$ cat src/sv/srt_pkg.sv
// ----------------------------------------------------------------------------
// srt_pkg
// Shared constants and controller/datapath interface types for the
// shortest-remaining-time scheduler.
// ----------------------------------------------------------------------------
package srt_pkg;

    localparam int MAX_TASKS = 16;
    localparam int TIME_BITS = 16;
    localparam int ID_W      = 16;
    localparam int IDX_W     = $clog2(MAX_TASKS);
    localparam int CNT_W     = 5;

    localparam logic OP_LOAD = 1'b0;
    localparam logic OP_TICK = 1'b1;

    // Commands from the controller to the datapath.
    typedef struct packed {
        logic load;
        logic tick_start;
        logic scan_step;
        logic finish;
    } t_cmd;

    // Status from the datapath to the controller.
    typedef struct packed {
        logic scan_end;
    } t_status;

endpackage

$ cat src/sv/srt_ctrl.sv
// ----------------------------------------------------------------------------
// srt_ctrl
// Sequencer: accepts requests, steps the table scan one entry per cycle
// and closes each tick with an update and report step in the finish state.
// ----------------------------------------------------------------------------
module srt_ctrl (
    input  logic            i_clk,
    input  logic            i_rst_n,
    input  logic            start,
    input  logic            i_operation,
    input  srt_pkg::t_status i_status,
    output srt_pkg::t_cmd   o_cmd,
    output logic            busy
);
    import srt_pkg::*;

    typedef enum logic [2:0] {
        S_IDLE   = 3'b001,
        S_SCAN   = 3'b010,
        S_FINISH = 3'b100
    } t_state;

    t_state r_state;
    t_state n_state;

    // Next state and commands.
    always_comb begin
        n_state = r_state;
        o_cmd   = '0;
        case (r_state)
            S_IDLE: begin
                if (start) begin
                    if (i_operation == OP_TICK) begin
                        o_cmd.tick_start = 1'b1;
                        n_state          = S_SCAN;
                    end else begin
                        o_cmd.load = 1'b1;
                    end
                end
            end
            S_SCAN: begin
                if (i_status.scan_end) begin
                    n_state = S_FINISH;
                end else begin
                    o_cmd.scan_step = 1'b1;
                end
            end
            S_FINISH: begin
                o_cmd.finish = 1'b1;
                n_state      = S_IDLE;
            end
            default: begin
                n_state = S_IDLE;
            end
        endcase
    end

    // State register.
    always_ff @(posedge i_clk) begin
        if (!i_rst_n) begin
            r_state <= S_IDLE;
        end else begin
            r_state <= n_state;
        end
    end

    assign busy = (r_state != S_IDLE);

endmodule

$ cat src/sv/srt_datapath.sv
// ----------------------------------------------------------------------------
// srt_datapath
// Task tables, time counter, sequential minimum search and result register.
// ----------------------------------------------------------------------------
module srt_datapath (
    input  logic                          i_clk,
    input  logic                          i_rst_n,
    input  srt_pkg::t_cmd                 i_cmd,
    output srt_pkg::t_status              o_status,
    input  logic                          i_cfg_valid,
    input  logic [srt_pkg::CNT_W-1:0]     i_cfg_task_count,
    input  logic [srt_pkg::IDX_W-1:0]     i_entry_index,
    input  logic [srt_pkg::ID_W-1:0]      i_task_id,
    input  logic [srt_pkg::TIME_BITS-1:0] i_arrival_time,
    input  logic [srt_pkg::TIME_BITS-1:0] i_burst_length,
    output logic                          o_result_valid,
    output logic                          o_ran_task,
    output logic [srt_pkg::ID_W-1:0]      o_running_id,
    output logic [srt_pkg::TIME_BITS-1:0] o_tick_time,
    output logic                          o_task_finished,
    output logic                          o_all_done
);
    import srt_pkg::*;

    localparam logic [TIME_BITS-1:0] TIME_MAX = '1;

    // Task tables; entries are undefined until loaded.
    logic [ID_W-1:0]      r_id_tab   [MAX_TASKS];
    logic [TIME_BITS-1:0] r_arr_tab  [MAX_TASKS];
    logic [TIME_BITS-1:0] r_rem_tab  [MAX_TASKS];

    logic [CNT_W-1:0]     r_task_count;
    logic [TIME_BITS-1:0] r_time;

    // Scan state.
    logic [CNT_W-1:0]     r_cnt;
    logic                 r_found;
    logic [IDX_W-1:0]     r_best_idx;
    logic [TIME_BITS-1:0] r_best_rem;
    logic [ID_W-1:0]      r_best_id;
    logic [CNT_W-1:0]     r_unfin;

    logic [CNT_W-1:0]     n_in_use;
    logic [IDX_W-1:0]     scan_idx;
    logic [TIME_BITS-1:0] scan_rem;
    logic                 scan_live;
    logic                 scan_better;
    logic                 any_unfin;
    logic                 ran;
    logic                 fin;

    // Entries in use, limited to the table depth.
    assign n_in_use = (r_task_count > CNT_W'(MAX_TASKS)) ? CNT_W'(MAX_TASKS)
                                                         : r_task_count;

    assign o_status.scan_end = (r_cnt == n_in_use);

    // Candidate test for the entry under the scan pointer.
    assign scan_idx    = r_cnt[IDX_W-1:0];
    assign scan_rem    = r_rem_tab[scan_idx];
    assign scan_live   = (scan_rem != '0);
    assign scan_better = scan_live && (r_arr_tab[scan_idx] <= r_time)
                         && (!r_found || (scan_rem < r_best_rem));

    // Tick outcome from the finished scan.
    assign any_unfin = (r_unfin != '0);
    assign ran       = any_unfin && r_found;
    assign fin       = ran && (r_best_rem == TIME_BITS'(1));

    // Configuration register.
    always_ff @(posedge i_clk) begin
        if (!i_rst_n) begin
            r_task_count <= '0;
        end else if (i_cfg_valid) begin
            r_task_count <= i_cfg_task_count;
        end
    end

    // Table writes: loads fill an entry, the closing tick cycle decrements.
    always_ff @(posedge i_clk) begin
        if (i_cmd.load && ({1'b0, i_entry_index} < (IDX_W+1)'(MAX_TASKS))) begin
            r_id_tab[i_entry_index]  <= i_task_id;
            r_arr_tab[i_entry_index] <= i_arrival_time;
            r_rem_tab[i_entry_index] <= i_burst_length;
        end else if (i_cmd.finish && ran) begin
            r_rem_tab[r_best_idx] <= r_best_rem - TIME_BITS'(1);
        end
    end

    // Scan pointer, running minimum and count of unfinished entries.
    always_ff @(posedge i_clk) begin
        if (!i_rst_n) begin
            r_cnt   <= '0;
            r_found <= 1'b0;
            r_unfin <= '0;
        end else if (i_cmd.tick_start) begin
            r_cnt   <= '0;
            r_found <= 1'b0;
            r_unfin <= '0;
        end else if (i_cmd.scan_step) begin
            r_cnt <= r_cnt + CNT_W'(1);
            if (scan_live) begin
                r_unfin <= r_unfin + CNT_W'(1);
            end
            if (scan_better) begin
                r_found <= 1'b1;
            end
        end
    end

    always_ff @(posedge i_clk) begin
        if (i_cmd.scan_step && scan_better) begin
            r_best_idx <= scan_idx;
            r_best_rem <= scan_rem;
            r_best_id  <= r_id_tab[scan_idx];
        end
    end

    // Time counter advances, saturating, unless the schedule has completed.
    always_ff @(posedge i_clk) begin
        if (!i_rst_n) begin
            r_time <= '0;
        end else if (i_cmd.finish && any_unfin && (r_time != TIME_MAX)) begin
            r_time <= r_time + TIME_BITS'(1);
        end
    end

    // Result strobe.
    always_ff @(posedge i_clk) begin
        if (!i_rst_n) begin
            o_result_valid <= 1'b0;
        end else begin
            o_result_valid <= i_cmd.finish;
        end
    end

    // Result payload.
    always_ff @(posedge i_clk) begin
        if (i_cmd.finish) begin
            o_ran_task      <= ran;
            o_running_id    <= ran ? r_best_id : '0;
            o_tick_time     <= r_time;
            o_task_finished <= fin;
            o_all_done      <= !any_unfin || (fin && (r_unfin == CNT_W'(1)));
        end
    end

endmodule

$ cat src/sv/shortest_remaining_time_scheduler.sv
// ----------------------------------------------------------------------------
// shortest_remaining_time_scheduler
// Preemptive shortest-remaining-time-first scheduler over a task table.
// ----------------------------------------------------------------------------
// Usage:
//   Requests enter on start/busy; a request is taken at a clock edge with
//   start high and busy low. i_operation selects a load (writes one table
//   entry: id, arrival time, burst length) or a tick.
//   A load produces no result and never raises busy.
//   A tick scans the N entries in use, one entry per cycle, then sees the
//   end of the scan, then in the finish state updates the chosen entry and
//   the time counter. The result is on the o_ ports for one cycle, marked by
//   o_result_valid, registered from the finish state; busy is low again
//   in that cycle, so the next request is taken at the edge that ends it.
//   The receiver cannot hold results off; each result is shown once.
//   The task count register is written over i_cfg_valid/o_cfg_ready, which
//   is always ready; write it only while the block is idle.
//   Reset clears the time counter, the task count and the control state;
//   table entries are undefined until loaded.
// ----------------------------------------------------------------------------
module shortest_remaining_time_scheduler (
    input  logic                          i_clk,
    input  logic                          i_rst_n,
    input  logic                          start,
    output logic                          busy,
    input  logic                          i_operation,
    input  logic [srt_pkg::IDX_W-1:0]     i_entry_index,
    input  logic [srt_pkg::ID_W-1:0]      i_task_id,
    input  logic [srt_pkg::TIME_BITS-1:0] i_arrival_time,
    input  logic [srt_pkg::TIME_BITS-1:0] i_burst_length,
    input  logic                          i_cfg_valid,
    output logic                          o_cfg_ready,
    input  logic [srt_pkg::CNT_W-1:0]     i_cfg_task_count,
    output logic                          o_result_valid,
    output logic                          o_ran_task,
    output logic [srt_pkg::ID_W-1:0]      o_running_id,
    output logic [srt_pkg::TIME_BITS-1:0] o_tick_time,
    output logic                          o_task_finished,
    output logic                          o_all_done
);
    import srt_pkg::*;

    t_cmd    cmd;
    t_status status;

    assign o_cfg_ready = 1'b1;

    // Sequencer.
    srt_ctrl u_ctrl (
        .i_clk       (i_clk),
        .i_rst_n     (i_rst_n),
        .start       (start),
        .i_operation (i_operation),
        .i_status    (status),
        .o_cmd       (cmd),
        .busy        (busy)
    );

    // Tables, scan and result register.
    srt_datapath u_dp (
        .i_clk            (i_clk),
        .i_rst_n          (i_rst_n),
        .i_cmd            (cmd),
        .o_status         (status),
        .i_cfg_valid      (i_cfg_valid),
        .i_cfg_task_count (i_cfg_task_count),
        .i_entry_index    (i_entry_index),
        .i_task_id        (i_task_id),
        .i_arrival_time   (i_arrival_time),
        .i_burst_length   (i_burst_length),
        .o_result_valid   (o_result_valid),
        .o_ran_task       (o_ran_task),
        .o_running_id     (o_running_id),
        .o_tick_time      (o_tick_time),
        .o_task_finished  (o_task_finished),
        .o_all_done       (o_all_done)
    );

endmodule
$ cat config.mk
export PLATFORM = sky130hd
export DESIGN_NAME = shortest_remaining_time_scheduler
export DESIGN_NICKNAME = d
export VERILOG_FILES = /design/src/sv/srt_pkg.sv /design/src/sv/srt_ctrl.sv /design/src/sv/srt_datapath.sv /design/src/sv/shortest_remaining_time_scheduler.sv
export SDC_FILE = /design/constraint.sdc
export NUM_CORES = 1
export LEC_CHECK = 0
export BUFFER_PORTS_ARGS = -buffer_cell sky130_fd_sc_hd__buf_2
export CAP_MARGIN = 20
export CORE_MARGIN = 2
export CORE_UTILIZATION = 60
export CTS_BUF_LIST = sky130_fd_sc_hd__clkbuf_2
export CTS_CLUSTER_SIZE = 30
export DETAILED_ROUTE_END_ITERATION = 8
export PLACE_DENSITY_LB_ADDON = 0.2
export SYNTH_ARGS = -nofsm -noshare
export SYNTH_HDL_FRONTEND = slang
export SYNTH_SLANG_ARGS = --single-unit
$ cat constraint.sdc
create_clock -name i_clk -period 9.9 [get_ports i_clk]
set_input_delay 0.495 -clock i_clk [delete_from_list [all_inputs] [get_ports i_clk]]
set_output_delay 0.495 -clock i_clk [all_outputs]
set_load 0.1 [all_outputs]
**Word level (Yosys, flattened, before mapping)**

Memory sizes are Yosys's and may differ from the RTL's. A register that Yosys moved wholly into a read port is not among the register bits.
Index checks and enable logic that the tools add are counted.

- Memory bits (writable): 768
- Output and inout port bits: 38
- Input bits: 62
- Flip-flop bits (word level): 91
- Memories kept: 3

Memory list:

| memory | depth | bits a word | rd ports | clocked after memory_dff | wr ports | line | text |
|---|---|---|---|---|---|---|---|
| u_dp.r_arr_tab | 16 | 16 | 1 | 1 | 1 | srt_datapath.sv:29 | `logic [TIME_BITS-1:0] r_arr_tab [MAX_TASKS];` |
| u_dp.r_id_tab | 16 | 16 | 1 | 1 | 1 | srt_datapath.sv:28 | `logic [ID_W-1:0] r_id_tab [MAX_TASKS];` |
| u_dp.r_rem_tab | 16 | 16 | 1 | 1 | 1 | srt_datapath.sv:30 | `logic [TIME_BITS-1:0] r_rem_tab [MAX_TASKS];` |

- Add/subtract/negate cells: 4
- Reduce and logical (&&, ||, !) cells: 20
- Mux-type cells: 24
- Equality and inequality tests: 11
- $lt $le $gt $ge: 3
- Bitwise logic cells: 1

Operators by type and width:

| kind | number |
|---|---|
| $mux 4 | 5 |
| $add 16x1->16 const B | 1 |
| $eq 16x1->1 const B | 1 |
| $le 16x16->1 | 1 |
| $lt 16x16->1 | 1 |
| $mux 16 | 1 |
| $ne 16x16->1 const B | 1 |
| $reduce_bool 16->1 | 1 |
| $reduce_or 16->1 | 1 |
| $sub 16x1->16 const B | 1 |
| $mux 1 | 11 |
| $add 5x1->5 const B | 2 |
| $logic_and 1x1->1 | 9 |
| $mux 3 | 3 |
| $ne 2x2->1 const B | 3 |
| $pmux 3 s2 | 1 |
| $eq 5x1->1 const B | 1 |
| $eq 5x5->1 | 1 |
| $gt 5x5->1 const B | 1 |
| $mux 5 | 1 |
| $reduce_bool 5->1 | 1 |
| $mux 2 | 2 |
| $reduce_and 2->1 | 2 |
| $eq 3x1->1 const B | 1 |
| 8 further kinds | 10 |

**Depth between registers and ports, before layout**

- Depth in word-level cells: 8
- Depth in mapped cells: 14
- Depth with buffers taken out: 11

**Hierarchy**

Synthesis repeated with hierarchy kept, for this count alone.

- Cell total of the unflattened synthesis: 1,634
- Area total of the unflattened synthesis: 34,302.9 um^2

By module, submodules not included:

| module | seq. area each (um^2) | area an instance (um^2) | cells an instance | instances |
|---|---|---|---|---|
| srt_datapath | 25,934.9 | 34,117.7 | 1,614 | 1 |
| srt_ctrl | 60.1 | 173.9 | 18 | 1 |
| shortest_remaining_time_scheduler | 0.0 | 11.3 | 2 | 1 |

**Least setup slack after synthesis**

Ideal clock, no wire load.

- Path type: register to register
- Start: reg (tool-made name)
- End: reg u_dp.r_best_id[0], read port of u_dp.r_id_tab, enable pin
- Setup time: 520 ps
- Cell stages (with the launch flop): 13
- Clock period less this slack: 7,814 ps
- Arrival: 7,293 ps
- Setup slack: 2,086 ps
- Required time: 9,380 ps
- Cell sequence: dfxtp_1 buf_6 buf_4 buf_1 buf_2 mux4_2 mux4_2 ha_1 a22o_1 a2111oi_0 o21ai_0 o311a_1 nor4bb_1

RTL lines:

| element | line | text |
|---|---|---|
| end: declaration | srt_datapath.sv:40 | `logic [ID_W-1:0] r_best_id;` |

==> metrics <==
minimum clock period 5.54 ns; First-pass DRT Iterations 7; area delta synth->final 14.0%; grt total ovfl 0; Final WS setup 4.36 ns; ANT nets after route 0; Seq pwr share 0.617; total die area 59200 um2; fin util 0.693; Worst path most repeated cell mux4_2; die span in x 243 um; PwrDens 169 nW/um2; H-tree lvl count 4; PnR Total Power 0.00663 W; PortBufs 98; FMAX 180 MHz; share of post-route cells with drive strength above 1 0.333; Post-DP HPWL 42.8 mm; most common cell after layout, fill and taps aside edfxtp_1; Inserted Clock Buffers 206; routed length per instance 26.2 um; Largest stage delay, worst path 0.80 ns; crit share post-route 0.560; vias in the first global route 18800; Worst setup SP type flip-flop; Worst setup endpoint u_dp.r_best_id[6]; met3 wire length 6.28 mm; die height 243 um; CP max FO 96; Pint 0.00513 W; fin cells 2969; syn nets 1734; ys async rst share 0; mean post-synth cell area 21.0 um2; placed cell count 2465; Post-Route M1 WL 30.7 mm; Post-CTS Resized 0; Post-Route Skew 0.0912 ns; global-route wire length before repair 116 mm; CP required 10.87 ns; DRC violation count after routing 0; Initial Utilization 0.608; slowest CP cell dfxtp_4; unrepaired setup endpoints after global routing no; metal2 WL 39.4 mm; worst hold stages 4; clock tree buffer depth 3; part of the Yosys area used for sequential elements 0.757; worst-skew pair later-pin latency 1.39 ns; R2R depth 11; endpoints failing setup 0; worst vdd ir 0.000105 V; Max-slew headroom 0.306; R2R Path End u_dp.r_best_id[6]; Gate Count Post-Synth 1634; clock-pin slew on the worst setup and hold paths 0.11 ns; total number of vias 18000; CP Data Arrival Time 6.51 ns; HP Start i_burst_length[8]; Leakage 13.0 nW; CTS tree built; GP Congestion 0.933; postcts setup bufs 0; core box area 56500 um2; worst hold-check path type in -> reg; maximum capacitance violations 0; Yosys reg bits 879; max-slew violation count 0; Post-Syn Area 34300 um2; Post-synth top flop edfxtp_1; initial antenna violation count 2; worst reg-to-reg setup slack 4.36 ns; NetSw 0.00150 W; pre-CTS WS 4.36 ns; vias per cell 6.05; Post-synth EDFFs 839; worst-margin pin slew 1.03 ns; Root Driver clkbuf_2; Post-layout nets 2138; Top Metal Used met4; total routed wirelength 77.9 mm; GRT Util Overall 0.272; clock sink total 879; crit path capture type flip-flop; most frequent cells in the layout 839 x edfxtp_1, 306 x clkbuf_2, 224 x mux4_2; Cell Chain, Critical Path buf_12 -> mux4_2 -> mux4_2 -> ha_1 -> nand2_1 -> nor2_1 -> a2111oi_0 -> o21ai_0 -> o311a_1 -> nor4bb_4 -> buf_4; 1st-iter DRT viols 1912; combinational share of power 0.025; Clk pwr share 0.358; Cell variety after synth 56; status finished clean; total negative slack 0 ns; worst setup path class reg -> reg; Net Sw Frac 0.226; Warnings, synthesis 0; Hold Vio Cnt, Final 0; largest net degree at the start of global routing 97; # rows 87; IO Pins 100
[cell usage after synthesis (7+ instances only)]
| library cell | number | area [um2] |
|---|---|---|
| a21o_1 | 8 | 60.1 |
| clkbuf_1 | 42 | 158 |
| nand2b_1 | 7 | 43.8 |
| a22oi_1 | 32 | 240 |
| inv_1 | 39 | 146 |
| mux4_2 | 224 | 5040 |
| nand2_1 | 48 | 180 |
| and2_1 | 21 | 131 |
| nor2_1 | 55 | 206 |
| o21ai_1 | 14 | 70.1 |
| nand4_1 | 14 | 87.6 |
| xnor2_1 | 29 | 254 |
| a21oi_1 | 14 | 70.1 |
| nor2b_1 | 11 | 68.8 |
| nor3_1 | 13 | 65.1 |
| ha_1 | 38 | 475 |
| xor2_1 | 8 | 70.1 |
| edfxtp_1 | 839 | 25200 |
| nand3_1 | 16 | 80.1 |
| buf_1 | 12 | 45.0 |
| dfxtp_1 | 40 | 801 |
| mux2i_1 | 7 | 70.1 |
| buf_2 | 15 | 75.1 |
| and3_1 | 21 | 131 |
| nor4_1 | 7 | 43.8 |
[per-layer routing]
| metal | vias up | global-route usage |
|---|---|---|
| met5 | - | 0 |
| met3 | 110 | 0.0731 |
| met1 | 9377 | 0.367 |
| met4 | 0 | 0.0918 |
| met2 | 769 | 0.437 |
| li1 | 7706 | - |
[flip-flops by register name, summed over array words and instances (netlist names), 16 cells and up, named ones only]
signal / cells
u_dp.r_arr_tab: 256
u_dp.r_id_tab: 256
u_dp.r_rem_tab: 256
u_dp.o_running_id: 16
u_dp.o_tick_time: 16
u_dp.r_best_id: 16
u_dp.r_best_rem: 16
u_dp.r_time: 16
[layout make-up]
type | instances | area, um2
multi-input combinational | 639 | 7960
tap | 756 | 946
inverter | 40 | 150
clock buffer | 306 | 1530
fill | 3595 | 17300
clock inverter | 74 | 452
antenna | 3 | 7.51
sequential | 879 | 26000
timing repair buffer | 272 | 2100
[cell families after synthesis]
group / share of synthesized area
fa+ha+maj: 0.0138
flops: 0.757
compound gates: 0.0184
buf+inv: 0.0150
xor+xnor: 0.00944
mux: 0.150
other cells: 0.000109
simple gates: 0.0362
[power groups by stage]
stage / logic (W) / clock network [W] / registers (W)
finish: 0.000164 / 0.00238 / 0.00409
global route: 0.000176 / 0.00263 / 0.00409
CTS: 0.000160 / 0.00243 / 0.00409
detailed placement: 0.000123 / 0 / 0.00417
global placement: 0.000117 / 0 / 0.00417
floorplan: 0.0000533 / 0 / 0.00417
[worst max-delay path: cells and delay by family, from the launching register on]
| family | cells | cell delay, ns |
|---|---|---|
| buffers and inverters | 2 | 1.25 |
| multiplexers | 2 | 1.08 |
| AND/OR/NAND/NOR | 3 | 0.49 |
| adder cells (fa/ha/maj) | 1 | 0.30 |
| flip-flops | 1 | 0.80 |
| AO/OA/AOI/OAI | 3 | 1.13 |
[repair_timing]
| action | CTS | global route |
|---|---|---|
| hold buffers | 113 | 1 |
| endpoints found under the setup margin | 0 | 0 |
| endpoints found under the hold margin | 1023 | 2 |
[through the flow]
stage                     cell area, um2  hold slack [ns]
after floorplan                    34300            0.418
after global placement             36000            0.484
after detailed placement           36000            0.487
after CTS                          39100           0.0281
after global routing               39200           0.0173
final                              39200            0.171
[worst min path at each step]
stage,end,slack [ns]
final,u_dp.r_rem_tab[1][8],0.17
after floorplan,u_dp.r_best_idx[2],0.42
after global placement,u_ctrl.r_state[2],0.48
after detailed placement,u_dp.o_tick_time[13],0.49
after global routing,u_dp.r_rem_tab[1][8],0.02
after CTS,u_ctrl.r_state[1],0.03
(Power assumes the default switching activity.)
